<file path="src/hw/rtl/pfa_pkg.sv">
// shared types and constants for the partition fit allocator
package pfa_pkg;

    localparam int PARTITIONS = 16;
    localparam int IDX_W      = $clog2(PARTITIONS);
    localparam int SIZE_W     = 16;
    localparam int COUNT_W    = 5;
    localparam int ADDR_W     = 3;

    localparam logic [1:0] FIT_FIRST = 2'd0;
    localparam logic [1:0] FIT_BEST  = 2'd1;
    localparam logic [1:0] FIT_WORST = 2'd2;

    localparam logic KIND_LOAD    = 1'b0;
    localparam logic KIND_REQUEST = 1'b1;

    localparam logic REG_FIT_MODE   = 1'b0;
    localparam logic REG_PART_COUNT = 1'b1;

    localparam logic [1:0]         FIT_MODE_RST   = FIT_FIRST;
    localparam logic [COUNT_W-1:0] PART_COUNT_RST = COUNT_W'(PARTITIONS);

    typedef struct packed {
        logic              kind;
        logic [3:0]        partition_index;
        logic [SIZE_W-1:0] block_size;
    } t_in_item;

    typedef struct packed {
        logic              granted;
        logic [3:0]        chosen_index;
        logic [SIZE_W-1:0] chosen_size;
    } t_out_item;

endpackage

</file>
<file path="src/hw/rtl/partition_fit_allocator.sv">
// partition fit allocator top level
// A load beat writes the partition's size into the size memory. For a request beat the scan
// reads the single-port size memory one partition per cycle, the read data is compared in the
// next cycle, and a final done state writes back a first fit pick's remaining size or marks
// a best or worst fit pick used, and registers the result. First fit stops the scan at the first
// partition that fits. A mode of 3 or a partition count of zero answers with no grant. Partitions
// never loaded read as remaining size zero and are never chosen. The next input beat is taken as
// soon as the result sits in the output register, while it waits for the consumer; a result still
// held there stalls the final done state of the next request.
module partition_fit_allocator (
    input  logic                           i_clk,
    input  logic                           i_rst_n,
    input  logic                           i_in_valid,
    output logic                           o_in_ready,
    input  pfa_pkg::t_in_item              i_in_data,
    output logic                           o_out_valid,
    input  logic                           i_out_ready,
    output pfa_pkg::t_out_item             o_out_data,
    input  logic                           psel,
    input  logic                           penable,
    input  logic                           pwrite,
    input  logic [pfa_pkg::ADDR_W-1:0]     paddr,
    input  logic [31:0]                    pwdata,
    output logic [31:0]                    prdata,
    output logic                           pready
);
    import pfa_pkg::*;

    typedef enum logic [1:0] {
        S_IDLE,
        S_SCAN,
        S_DONE
    } t_state;

    t_state                  r_state;
    logic [1:0]              r_fit_mode;
    logic [COUNT_W-1:0]      r_part_count;

    logic [2*SIZE_W-1:0]     r_mem [PARTITIONS];
    logic [2*SIZE_W-1:0]     r_rdata;
    logic [PARTITIONS-1:0]   r_rem_vld;
    logic [PARTITIONS-1:0]   r_used;

    logic [SIZE_W-1:0]       r_req;
    logic [1:0]              r_mode;
    logic [COUNT_W-1:0]      r_cnt;
    logic [COUNT_W-1:0]      r_addr;
    logic                    r_rd_vld;
    logic [IDX_W-1:0]        r_rd_idx;
    logic                    r_found;
    logic [IDX_W-1:0]        r_pick;
    logic [SIZE_W-1:0]       r_pick_org;
    logic [SIZE_W-1:0]       r_pick_left;

    logic                    r_out_valid;
    t_out_item               r_out;

    logic                    in_acc;
    logic                    cfg_wr;
    logic [COUNT_W-1:0]      eff_count;
    logic                    mem_we;
    logic [IDX_W-1:0]        mem_waddr;
    logic [2*SIZE_W-1:0]     mem_wdata;
    logic                    mem_re;
    logic [SIZE_W-1:0]       cur_rem;
    logic                    cur_fits;
    logic [SIZE_W-1:0]       cur_left;
    logic                    cur_better;
    logic                    scan_last;
    logic                    out_free;
    logic                    load_ok;

    assign o_in_ready  = (r_state == S_IDLE);
    assign in_acc      = i_in_valid && o_in_ready;
    assign o_out_valid = r_out_valid;
    assign o_out_data  = r_out;
    assign pready      = 1'b1;
    assign cfg_wr      = psel && penable && pwrite && pready;
    assign prdata      = (paddr[2] == REG_PART_COUNT) ? {{(32-COUNT_W){1'b0}}, r_part_count}
                                                      : {30'd0, r_fit_mode};

    assign eff_count = (r_part_count > COUNT_W'(PARTITIONS)) ? COUNT_W'(PARTITIONS)
                                                             : r_part_count;
    assign load_ok   = 32'(i_in_data.partition_index) < PARTITIONS;
    assign out_free  = !r_out_valid || i_out_ready;

    // scan compare on the data read in the previous cycle
    assign cur_rem    = r_rem_vld[r_rd_idx] ? r_rdata[SIZE_W-1:0] : '0;
    assign cur_fits   = cur_rem > r_req;
    assign cur_left   = cur_rem - r_req;
    assign cur_better = (r_mode == FIT_WORST) ? (cur_left > r_pick_left)
                                              : (cur_left < r_pick_left);
    assign scan_last  = ({1'b0, r_rd_idx} == COUNT_W'(r_cnt - 1'b1));
    assign mem_re     = (r_state == S_SCAN) && (r_addr < r_cnt);

    always_comb begin
        mem_we    = 1'b0;
        mem_waddr = IDX_W'(i_in_data.partition_index);
        mem_wdata = {i_in_data.block_size, i_in_data.block_size};
        if (in_acc && i_in_data.kind == KIND_LOAD && load_ok) begin
            mem_we = 1'b1;
        end else if (r_state == S_DONE && out_free && r_found && r_mode == FIT_FIRST) begin
            mem_we    = 1'b1;
            mem_waddr = r_pick;
            mem_wdata = {r_pick_org, r_pick_left};
        end
    end

    always_ff @(posedge i_clk) begin
        if (mem_we) begin
            r_mem[mem_waddr] <= mem_wdata;
        end
        if (mem_re) begin
            r_rdata <= r_mem[r_addr[IDX_W-1:0]];
        end
    end

    always_ff @(posedge i_clk) begin
        if (!i_rst_n) begin
            r_state      <= S_IDLE;
            r_fit_mode   <= FIT_MODE_RST;
            r_part_count <= PART_COUNT_RST;
            r_rem_vld    <= '0;
            r_used       <= '0;
            r_rd_vld     <= 1'b0;
            r_found      <= 1'b0;
            r_out_valid  <= 1'b0;
        end else begin
            if (cfg_wr) begin
                if (paddr[2] == REG_FIT_MODE) begin
                    r_fit_mode <= pwdata[1:0];
                end else begin
                    r_part_count <= pwdata[COUNT_W-1:0];
                end
            end
            if (r_state == S_DONE && out_free) begin
                r_out_valid <= 1'b1;
            end else if (r_out_valid && i_out_ready) begin
                r_out_valid <= 1'b0;
            end
            case (r_state)
                S_IDLE: begin
                    if (in_acc) begin
                        if (i_in_data.kind == KIND_LOAD) begin
                            if (load_ok) begin
                                r_rem_vld[IDX_W'(i_in_data.partition_index)] <= 1'b1;
                                r_used[IDX_W'(i_in_data.partition_index)]    <= 1'b0;
                            end
                        end else begin
                            r_req    <= i_in_data.block_size;
                            r_mode   <= r_fit_mode;
                            r_cnt    <= eff_count;
                            r_addr   <= '0;
                            r_rd_vld <= 1'b0;
                            r_found  <= 1'b0;
                            if (eff_count == '0 || (r_fit_mode != FIT_FIRST &&
                                    r_fit_mode != FIT_BEST && r_fit_mode != FIT_WORST)) begin
                                r_state <= S_DONE;
                            end else begin
                                r_state <= S_SCAN;
                            end
                        end
                    end
                end
                S_SCAN: begin
                    r_rd_vld <= mem_re;
                    r_rd_idx <= r_addr[IDX_W-1:0];
                    if (mem_re) begin
                        r_addr <= r_addr + 1'b1;
                    end
                    if (r_rd_vld) begin
                        if (r_mode == FIT_FIRST) begin
                            if (cur_fits) begin
                                r_found     <= 1'b1;
                                r_pick      <= r_rd_idx;
                                r_pick_org  <= r_rdata[2*SIZE_W-1:SIZE_W];
                                r_pick_left <= cur_left;
                            end
                        end else if (cur_fits && !r_used[r_rd_idx]
                                && (!r_found || cur_better)) begin
                            r_found     <= 1'b1;
                            r_pick      <= r_rd_idx;
                            r_pick_org  <= r_rdata[2*SIZE_W-1:SIZE_W];
                            r_pick_left <= cur_left;
                        end
                        if (scan_last || (r_mode == FIT_FIRST && cur_fits)) begin
                            r_state <= S_DONE;
                        end
                    end
                end
                S_DONE: begin
                    r_rd_vld <= 1'b0;
                    if (out_free) begin
                        if (r_found) begin
                            r_out.granted      <= 1'b1;
                            r_out.chosen_index <= 4'(r_pick);
                            r_out.chosen_size  <= r_pick_org;
                            if (r_mode != FIT_FIRST) begin
                                r_used[r_pick] <= 1'b1;
                            end
                        end else begin
                            r_out <= '0;
                        end
                        r_state <= S_IDLE;
                    end
                end
                default: begin
                    r_state <= S_IDLE;
                end
            endcase
        end
    end

endmodule

</file>
<file path="config.mk">
export PLATFORM = sky130hd
export DESIGN_NAME = partition_fit_allocator
export DESIGN_NICKNAME = d
export VERILOG_FILES = /design/src/hw/rtl/pfa_pkg.sv /design/src/hw/rtl/partition_fit_allocator.sv
export SDC_FILE = /design/constraint.sdc
export NUM_CORES = 1
export LEC_CHECK = 0
export BUFFER_PORTS_ARGS = -buffer_cell sky130_fd_sc_hd__buf_4
export CAP_MARGIN = 10
export CORE_UTILIZATION = 60
export CTS_CLUSTER_DIAMETER = 120
export DETAILED_ROUTE_END_ITERATION = 10
export GPL_TIMING_DRIVEN = 0
export HOLD_SLACK_MARGIN = 0.08
export MAX_ROUTING_LAYER = met4
export PLACE_DENSITY_LB_ADDON = 0.05
export SYNTH_ARGS = -nofsm -noshare
export SYNTH_HDL_FRONTEND = slang
export SYNTH_SLANG_ARGS = --single-unit
</file>
<file path="constraint.sdc">
create_clock -name i_clk -period 22 [get_ports i_clk]
set_input_delay 4.4 -clock i_clk [delete_from_list [all_inputs] [get_ports i_clk]]
set_output_delay 4.4 -clock i_clk [all_outputs]
set_load 0.01 [all_outputs]
</file>
## After elaboration in Yosys (flattened, before gate mapping)

Memory sizes are Yosys's and may differ from the RTL's. A register that Yosys moved wholly into a read port is not among the register bits.
Index checks and enable logic that the tools add are counted.

| word-level totals | value |
|---|---|
| latch bits | 0 |
| memory bits (writable) | 512 |
| memories | 1 |
| register bits after elaboration | 133 |
| input port bits | 63 |
| ROM bits | 0 |
| word-level logic and storage cells | 159 |
| output and inout bits | 56 |

Memory list:

| name | depth | bits a word | read ports | clocked after Yosys merged registers in | write ports | line | RTL |
|---|---|---|---|---|---|---|---|
| r_mem | 16 | 32 | 1 | 1 | 1 | partition_fit_allocator.sv:39 | `logic [2*SIZE_W-1:0] r_mem [PARTITIONS];` |

| cells by class | value |
|---|---|
| bitwise logic cells | 6 |
| order comparisons | 10 |
| eq/ne operators | 18 |
| $mul | 0 |
| shift operators | 0 |
| divide/modulo/power cells | 0 |
| muxes and demuxes | 57 |
| reduce and logical (&&, ||, !) cells | 45 |
| $add $sub $neg | 3 |

Operator list:

| operator | number |
|---|---|
| $mux W16 | 12 |
| $mux W32 | 2 |
| $gt A16 B16 Y1 | 2 |
| $or A16 B16 Y16 | 2 |
| $pmux W16 S2 | 1 |
| $mux W5 | 5 |
| $mux W21 | 1 |
| $mux W4 | 5 |
| $mux W1 | 17 |
| $and A16 B16 Y16 | 1 |
| $logic_and A1 B1 Y1 | 16 |
| $lt A16 B16 Y1 | 1 |
| $not A16 Y16 | 1 |
| $sub A16 B16 Y16 | 1 |
| $lt A4 B5 Y1 const B | 3 |
| $reduce_and A5 Y1 | 3 |
| $ne A2 B2 Y1 const B | 7 |
| $mux W2 | 6 |
| $reduce_and A6 Y1 | 2 |
| $reduce_bool A2 Y1 | 6 |
| $ne A2 B1 Y1 const B | 5 |
| $pmux W5 S2 | 1 |
| $reduce_and A3 Y1 | 3 |
| $bmux W1 S4 | 2 |
| 22 further kinds | 34 |

## Longest topological paths before layout

Gate-level depths: netlist of the first run.

| logic depth | value |
|---|---|
| word-level depth | 12 |
| depth in mapped cells | 20 |
| mapped depth without buffers | 18 |

## Worst setup path before layout of the first run

OpenSTA, ideal clock, no wires.

| path | value |
|---|---|
| path kind | input-to-output |
| start | input port paddr[2] (netlist name) |
| end | output port prdata[0] |
| slack | 12865 ps |
| arrival time | 4735 ps |
| buffers on the path | 0 |
| data required time | 17600 ps |
| cell stages on the path | 1 |
| cells stage by stage | mux2_2 |

| on the way | value |
|---|---|
| cells in the longest elaborated chain, start to end | 1 |

RTL lines:

| what | line | RTL |
|---|---|---|
| start, declared | partition_fit_allocator.sv:22 | `input logic [pfa_pkg::ADDR_W-1:0] paddr,` |
| $mux W5 | partition_fit_allocator.sv:79 | `assign prdata = (paddr[2] == REG_PART_COUNT) ? {{(32-COUNT_W){1'b0}}, r_part_count}` |
| end, declared | partition_fit_allocator.sv:24 | `output logic [31:0] prdata,` |

Every way passes these cells.

## Final worst setup path of the first run

| path | value |
|---|---|
| start | input port paddr[2] (netlist name) |
| end | output port prdata[1] |

The elaborated chain is that of the path after synthesis.

==> results.md, run 1 <==
- Max Buffers Root-to-Sink: 3
- Row count: 78
- Crit-path slowest cell: sky130_fd_sc_hd__mux2_2
- Clk_lat worst skew: roughly 0.62 ns
- Inserted Clock Buffers: 68
- Setup-failing EPs final: 0
- Sequential element share of the synthesized area: 72.43%
- Clock tree root driver cell: sky130_fd_sc_hd__clkbuf_16
- Critical path capture point type: output port
- Clock-pin slew of the registers on the worst-case setup and hold paths: 0.06 ns
- Count of nets after finishing: 1,768
- Clock sinks: 677
- Via count of the first global-routing pass: 14,300
- Count of buffers inserted at the top-level ports: 59
- Count of maximum capacitance violations: 0
- Gr usage total: 29.90%
- IO Pins: 119
- Mapped Cells: 1,473
- Most common cell type on the critical path: sky130_fd_sc_hd__buf_4
- Vias per inst: between 6 and 7
- Die outline height: 215.9 um
- Total negative slack: 0 ns
- Distinct cell type count of the synthesized netlist: 60
- Peak Freq: about 0.11 GHz
- Synthesis-to-layout area growth: 15.39%
- First-pass iteration count of the detailed router: 5
- Nature of the critical path startpoint: input port
- Wirelength, routed: 65.59 mm
- Class of the most critical hold timing path: reg2reg
- Leakage power summed over all cells: 10.70 nW
- Combined area of all synthesized cells: 27,460 sq um
- Commonest cells after routing, fill and taps aside: sky130_fd_sc_hd__edfxtp_1 (633), sky130_fd_sc_hd__mux4_2 (166), sky130_fd_sc_hd__buf_4 (100)
- Global-route wire length before repair: 95.30 mm
- Number of synthesized register bits: 677
- Worst Max-Slew Pin Slew: ~1.1 ns
- Count of hold buffers inserted by post-cts repair: 0
- Total grt overflow: 0
- Largest driver fanout on the critical path: 7
- Die Area: roughly 47,000 sq um
- Effective utilization at floorplan: 60.64%
- Routed wirelength normalized by instance count: about 28 um
- Warnings, synthesis: 0
- Headroom to the max-slew limit: 25.61%
- Postcts setup bufs: 0
- Placed instance count: 2,196
- Fraction of layout cells with a size suffix above 1: 25.71%
- Average cell area after synthesis: between 15 and 20 sq um
- H-tree Lvls: 3
- Maximum number of pins on one net before global-route repair: 23
- Number of instances resized during post-cts repair: 0
- Pins over their slew limit: 0
- Startpoint-to-endpoint class of the critical path: in2out
- Horiz. Die Dim: 215.9 um
- Remaining antenna violation count: 0
- # DRC: 0
- Final count of hold timing violations: 0
- Number of enable flip-flop cells after synthesis: 633
- Final weighted congestion in routability-driven placement: 0.9163
- Worst ir drop on vdd: 77.92 uV
- Core footprint: 45,280 sq um
- 1st-iter DRT viols: 1,778
- Minimum clock period after layout: 9.409 ns
- TritonCTS clock tree: built
- Result of the run: finished clean
- Setup repair after global routing missed its margin: false
- Critical Path, Cell by Cell: buf_4, mux2_2, buf_4
- Arrival time reported for the critical path endpoint: 5.01 ns
- Commonest non-fill, non-tap cell in the layout: sky130_fd_sc_hd__edfxtp_1
- Power density over the cells: a little under 100 nW/um^2
- Initial antenna violation count: 1
- Final standard cell count with taps included and fillers excluded: 2,320
- WP data required: 17.60 ns
- Tcrit/Tclk final: 42.77%
- Commonest register cell after synthesis: sky130_fd_sc_hd__edfxtp_1
- Clock tree skew after final layout: 0.02144 ns
- Proportion of synthesized flip-flops having asynchronous set or reset: 0%
- Peak per-stage delay on the critical path: 0.35 ns
- DR vias: between 10,000 and 15,000
- Estimated wirelength of the detail-placed design: 43.43 mm
[per-layer routing]
layer  global-route usage [%]  wire, um  vias to the layer above
met5                        -         0                        -
met4                    7.394      1312                        0
met3                    4.792      4970                       87
met2                    46.22     31900                      668
met1                    42.42     27410                     7545
li1                         -         -                     6190
[worst max-delay path: cells and delay by family]
kind / cells / cell delay [ns]
muxes: 1 / 0.35
buffers and inverters: 2 / 0.26
[synth_stat cells, drive strengths merged (4+ instances only)]
cell type / count / area (sq um)
edfxtp: 633 / 19010
mux4: 167 / 3765
nand2: 89 / 336.6
buf: 55 / 346.6
nor2: 55 / 206.5
inv: 46 / 172.7
dfxtp: 44 / 880.8
and2: 41 / 276.5
o21ai: 39 / 195.2
ha: 38 / 475.5
clkbuf: 35 / 131.4
a21oi: 24 / 120.1
nor2b: 19 / 118.9
o21a: 19 / 142.6
a21boi: 18 / 135.1
nand2b: 17 / 106.4
nand3: 14 / 70.07
xnor2: 13 / 113.9
mux2i: 12 / 120.1
a21o: 9 / 67.56
nor3: 9 / 45.04
nor3b: 9 / 67.56
nand4: 8 / 50.05
xor2: 7 / 61.31
o211ai: 5 / 37.54
a31oi: 4 / 25.02
o21bai: 4 / 30.03
[cell families after synthesis]
kind of cell | after synthesis | synth area share, %
and+or+nand+nor | 275 | 5.085
muxes | 181 | 14.23
other | 2 | 0.02735
adders and majority gates | 39 | 1.804
xor gates and xnor gates | 20 | 0.6379
AOI/OAI and AO/OA | 143 | 3.413
DFF | 677 | 72.43
buffers and inverters | 136 | 2.369
[stage by stage]
step / cell area [sq um] / total power, W / util (%) / hold WS [ns] / worst slack, ns
after floorplan: 27560 / 0.001768 / - / 0.4003 / 12.86
after global placement: 28750 / 0.001889 / 63.49 / 0.4022 / 8.251
after detailed placement: 29410 / 0.001904 / 64.94 / 0.4045 / 12.59
after CTS: 31680 / 0.003074 / 69.97 / 0.4128 / 12.59
after global routing: 31690 / 0.003146 / 69.97 / 0.4206 / 12.57
final: 31690 / 0.003058 / 69.97 / 0.4092 / 12.59
[final cells by class]
class	instances	area, sq um
tap	600	750.7
multi-input combinational	686	7162
fill	2892	13600
timing repair buffer	97	953.4
inverter	46	172.7
clock inverter	40	519.2
buffer	90	478.0
sequential	677	19890
clock buffer	83	1758
antenna	1	2.502
[flip-flops by register name, summed over array words and instances, names as in the netlist, 16 cells and up]
name         cells
r_pick_org      16
r_req           16
o_out_data      21
r_mem          512
r_rdata         32
r_rem_vld       16
r_used          16
r_pick_left     16
[worst paths after layout]
kind | start | end | slack, ns | depth (start not counted)
max | paddr[2] | prdata[1] | 12.59 | 3
min | r_rdata[16]$_DFFE_PP_ | r_pick_org[0]$_DFFE_PP_ | 0.41 | 0
max reg2reg | r_rd_idx[1]$_DFFE_PP_ | r_pick_org[5]$_DFFE_PP_ | 14.68 | 21
min reg2reg | r_rdata[16]$_DFFE_PP_ | r_pick_org[0]$_DFFE_PP_ | 0.41 | 0
[power by group]
group / internal (W) / switching [W] / leakage, nW
Sequential: 0.00146 / 0.0000170 / 6.07
Clock: 0.000695 / 0.000487 / 1.10
Combinational: 0.000175 / 0.000218 / 3.53
(Power assumes the default switching activity.)
==> run 2: changes to the inputs <==
--- a/config.mk
+++ b/config.mk
@@ -5,6 +5,7 @@
 export SDC_FILE = /design/constraint.sdc
 export NUM_CORES = 1
 export LEC_CHECK = 0
+export ABC_AREA = 1
 export BUFFER_PORTS_ARGS = -buffer_cell sky130_fd_sc_hd__buf_4
 export CAP_MARGIN = 10
 export CORE_UTILIZATION = 60
==> constraint.sdc (replaced) <==
create_clock -name i_clk -period 9 [get_ports i_clk]
set_input_delay 1.8 -clock i_clk [delete_from_list [all_inputs] [get_ports i_clk]]
set_output_delay 1.8 -clock i_clk [all_outputs]
set_load 0.01 [all_outputs]
==> run 2 against run 1 <==
  * First-iteration DRC count grew 24%
  * Non-clock buffer count grew 73
  * Critical endpoint is now r_pick_left[9]$_DFFE_PP_
  * Sequential power increased by 140%
  * Synthesized cell count grew 54%
  * Count of clock-buffer cells in the layout grew 7
  * Sequential share of layout area decreased by 1.5 points
  * Register-to-register slack worse by 12 ns
  * Highest routed layer unchanged
  * Power rose by 120%
  * Largest power group unchanged
  * Combinational power up 28%
  * Global-route usage is 3.0 points higher
==> results.md, run 2 <==
- Pins over their slew limit: 0 (unchanged)
- Peak Freq: 0.1507 GHz
- Clock tree root driver cell: sky130_fd_sc_hd__clkbuf_16 (unchanged)
- # DRC: 0 (unchanged)
- Vias per inst: 6.064 (was 6.246)
- Worst Max-Slew Pin Slew: 1.146 ns (was 1.116 ns)
- Final count of hold timing violations: 0 (unchanged)
- Total grt overflow: 0 (unchanged)
- Startpoint-to-endpoint class of the critical path: reg2reg (was in2out)
- Clock-pin slew of the registers on the worst-case setup and hold paths: 0.06 ns (about the same)
- Number of synthesized register bits: 677 (unchanged)
- Leakage power summed over all cells: 11.70 nW (was 10.70 nW)
- Critical path capture point type: flop (was output port)
- Setup repair after global routing missed its margin: false (unchanged)
- IO Pins: 119 (unchanged)
- Endpoint of the most critical register-to-register path: r_pick_left[9]$_DFFE_PP_ (was r_pick_org[5]$_DFFE_PP_)
- Clock network fraction of total power: 40.7% (was 38.7%)
- Average cell area after synthesis: 12.43 sq um (was 18.64 sq um)
- 1st-iter DRT viols: 2,201 (was 1,778)
- Most repeated cell in the gate-level netlist after synthesis: sky130_fd_sc_hd__edfxtp_1 (unchanged)
- Commonest non-fill, non-tap cell in the layout: sky130_fd_sc_hd__edfxtp_1 (unchanged)
- Clock sinks: 677 (unchanged)
- Nature of the critical path startpoint: flop (was input port)
- Fraction of layout cells with a size suffix above 1: 10.98% (was 25.71%)
- Register-to-register setup slack: 2.36 ns (was 14.68 ns)
- Effective utilization at floorplan: 60.73% (was 60.64%)
- First-pass iteration count of the detailed router: 7 (was 5)
- Reg power frac: 51.9% (was 48.5%)
- Power density over the cells: 207.7 nW/um^2 (was 96.50 nW/um^2)
- Number of enable flip-flop cells after synthesis: 633 (unchanged)
- Headroom to the max-slew limit: 23.08% (was 25.61%)
- Setup-failing EPs final: 0 (unchanged)
- Clk_lat worst skew: 0.61 ns (was 0.62 ns)
- Remaining antenna violation count: 0 (unchanged)
- Leading post-synthesis cells by instance count: sky130_fd_sc_hd__edfxtp_1 (633), sky130_fd_sc_hd__nor2_1 (404), sky130_fd_sc_hd__nand2_1 (199) (was sky130_fd_sc_hd__edfxtp_1 (633), sky130_fd_sc_hd__mux4_2 (166), sky130_fd_sc_hd__nand2_1 (88))
- Reg-to-Reg Start: r_rd_idx[1]$_DFFE_PP_ (unchanged)
- Die Area: 47,890 sq um (was 46,620 sq um)
- Final standard cell count with taps included and fillers excluded: 3,139 (was 2,320)
- Count of maximum capacitance violations: 0 (unchanged)
- Largest register by flop count: r_mem (unchanged)
- Final weighted congestion in routability-driven placement: 0.9072 (was 0.9163)
- DR vias: 19,040 (was 14,490)
- Origin of the worst min-delay path: r_rdata[16]$_DFFE_PP_ (unchanged)
- Commonest register cell after synthesis: sky130_fd_sc_hd__edfxtp_1 (unchanged)
- Warnings, synthesis: 0 (unchanged)
- Worst Hold End: r_pick_org[0]$_DFFE_PP_ (unchanged)
- H-tree Lvls: 3 (unchanged)
- Global-route wire length before repair: 111.2 mm (was 95.30 mm)
- Most common cell type on the critical path: sky130_fd_sc_hd__nand2_1 (was sky130_fd_sc_hd__buf_4)
- Synthesis-to-layout area growth: 15.15% (was 15.39%)
- Switching power: 0.001555 W (was 0.0007224 W)
- Combined area of all synthesized cells: 28,210 sq um (was 27,460 sq um)
- Sw Ratio: 23.04% (was 23.62%)
- Commonest cells after routing, fill and taps aside: sky130_fd_sc_hd__edfxtp_1 (633), sky130_fd_sc_hd__nor2_1 (387), sky130_fd_sc_hd__nand2_1 (199) (was sky130_fd_sc_hd__edfxtp_1 (633), sky130_fd_sc_hd__mux4_2 (166), sky130_fd_sc_hd__buf_4 (100))
- Maximum number of pins on one net before global-route repair: 34 (was 23)
- Share of the synthesized area in the top cell type: 67.37% (was 69.22%)
- Largest driver fanout on the critical path: 22 (was 7)
- Class of the most critical hold timing path: reg2reg (unchanged)
- Die outline height: 218.8 um (was 215.9 um)
- Horiz. Die Dim: 218.8 um (was 215.9 um)
- Peak per-stage delay on the critical path: 0.56 ns (was 0.35 ns)
- Crit-path slowest cell: sky130_fd_sc_hd__edfxtp_1 (was sky130_fd_sc_hd__mux2_2)
- Result of the run: finished clean (unchanged)
- Count of nets after finishing: 2,581 (was 1,768)
- Proportion of synthesized flip-flops having asynchronous set or reset: 0% (unchanged)
- Core footprint: 46,460 sq um (was 45,280 sq um)
- Row count: 79 (was 78)
- Estimated wirelength of the detail-placed design: 52.37 mm (was 43.43 mm)
- Placed instance count: 3,014 (was 2,196)
- Max Buffers Root-to-Sink: 3 (unchanged)
- Number of instances resized during post-cts repair: 0 (unchanged)
- Initial antenna violation count: 3 (was 1)
- Gr usage total: 32.92% (was 29.90%)
- Count of hold buffers inserted by post-cts repair: 0 (unchanged)
- Routed wirelength normalized by instance count: 24.07 um (was 28.27 um)
- Final Power: 0.006749 W (was 0.003058 W)
- Clock tree skew after final layout: 0.02571 ns (was 0.02144 ns)
- Worst ir drop on vdd: 210.9 uV (was 77.92 uV)
- Wirelength, routed: 75.55 mm (was 65.59 mm)
- Cell taking the most area after synthesis: sky130_fd_sc_hd__edfxtp_1 (unchanged)
- Sequential element share of the synthesized area: 70.50% (was 72.43%)
- Via count of the first global-routing pass: 18,520 (was 14,300)
- Largest register FFs: 512 (unchanged)
- Logic pwr share: 7.5% (was 12.9%)
- Count of buffers inserted at the top-level ports: 59 (unchanged)
- Distinct cell type count of the synthesized netlist: 44 (was 60)
- Worst hold path cell count: 0 (unchanged)
- Mapped Cells: 2,270 (was 1,473)
- Total negative slack: 0 ns (unchanged)
- Postcts setup bufs: 0 (unchanged)
- Arrival time reported for the critical path endpoint: 6.93 ns (was 5.01 ns)
- Minimum clock period after layout: 6.638 ns
- Tcrit/Tclk final: between 70% and 80%
- R2r worst-path depth: 29 (was 21)
- Inserted Clock Buffers: 70 (was 68)
- WP data required: 9.29 ns (was 17.60 ns)
- Top post-synthesis cells by area: sky130_fd_sc_hd__edfxtp_1 (67%), sky130_fd_sc_hd__nor2_1 (5.4%), sky130_fd_sc_hd__o21ai_0 (3.4%), sky130_fd_sc_hd__dfxtp_1 (3.1%), sky130_fd_sc_hd__nand2_1 (2.6%) (was sky130_fd_sc_hd__edfxtp_1 (69%), sky130_fd_sc_hd__mux4_2 (14%), sky130_fd_sc_hd__dfxtp_1 (3.2%), sky130_fd_sc_hd__ha_1 (1.7%), sky130_fd_sc_hd__nand2_1 (1.2%))
- Cell internal pwr: 0.005194 W (was 0.002335 W)
- TritonCTS clock tree: built (unchanged)
run 2: cell count changes after synthesis, sizes merged, moves of 41 or more:
cell	before	now
nor2	55	406
o21ai	39	196
clkbuf	35	100
mux4	167	0
mux2i	12	53
o32ai	0	75
o221ai	0	55
and2	41	0
nand3	14	76
nand2	89	199
inv	46	168
run 2: through the flow:
stage               worst slack [ns]  area [sq um]  util, %  hold slack (ns)
floorplan                      2.765         28310        -           0.4003
global placement              0.3512         29510    63.53           0.4009
detailed placement             2.431         30350    65.32           0.4045
CTS                            2.398         32480    69.92           0.4181
global route                   1.773         32490    69.93           0.4247
finish                         2.362         32490    69.93           0.4176
run 2: how the worst max path moves through the flow:
stage,endpoint,startpoint
global placement,r_pick_left[8]$_DFFE_PP_,r_rd_idx[1]$_DFFE_PP_
floorplan,r_pick[0]$_DFFE_PP_,r_rd_idx[1]$_DFFE_PP_
CTS,r_pick_left[9]$_DFFE_PP_,r_rd_idx[1]$_DFFE_PP_
finish,r_pick_left[9]$_DFFE_PP_,r_rd_idx[1]$_DFFE_PP_
global route,r_pick_left[13]$_DFFE_PP_,r_rd_idx[1]$_DFFE_PP_
detailed placement,r_pick_left[9]$_DFFE_PP_,r_rd_idx[1]$_DFFE_PP_
run 2: metal layers:
layer / share of wire, % / track usage [%] / wire length, um / vias to the layer above
li1: - / - / - / 8609
met1: 40 / 43.29 / 30440 / 9293
met2: 47 / 51.31 / 35470 / 955
met3: 9.2 / 6.376 / 6974 / 178
met4: 3.5 / 12.13 / 2665 / 0
met5: 0 / - / 0 / -
run 2: layout make-up:
type / instances / area [sq um]
fillers: 3191 / 13970
diodes: 1 / 2.502
well taps: 607 / 759.5
flip-flops and latches: 677 / 19890
repair buffers: 111 / 1126
clock buffers: 90 / 1879
inverters: 171 / 641.9
clock inverters: 34 / 259.0
plain buffers: 149 / 696.9
multi-input cells: 1299 / 7233
run 2: critical path: cells and delay by family (launching register included):
family / cells / cell delay, ns
AO/OA/AOI/OAI: 10 / 2.47
XOR/XNOR: 1 / 0.18
adder cells (fa/ha/maj): 2 / 0.63
buffers and inverters: 5 / 1.16
flip-flops: 1 / 0.56
AND/OR/NAND/NOR: 11 / 1.31
run 2: power by group through the flow:
stage               clock network (W)  logic [W]  registers, W
finish                        0.00275   0.000503       0.00350
global route                  0.00288   0.000541       0.00350
CTS                           0.00276   0.000494       0.00350
detailed placement                  0   0.000491       0.00357
global placement                    0   0.000456       0.00357
floorplan                           0   0.000289       0.00356
run 2: kinds of logic (layout without fill, tap and decap cells):
family	count (synthesis)	after routing	synth area share, %
muxes	53	53	1.880
other	2	29	0.02662
adders and majority gates	39	39	1.756
DFF	677	677	70.50
buffers and inverters	320	555	4.745
AOI/OAI and AO/OA	457	457	10.47
xor gates and xnor gates	20	20	0.6208
and+or+nand+nor	702	702	10.01
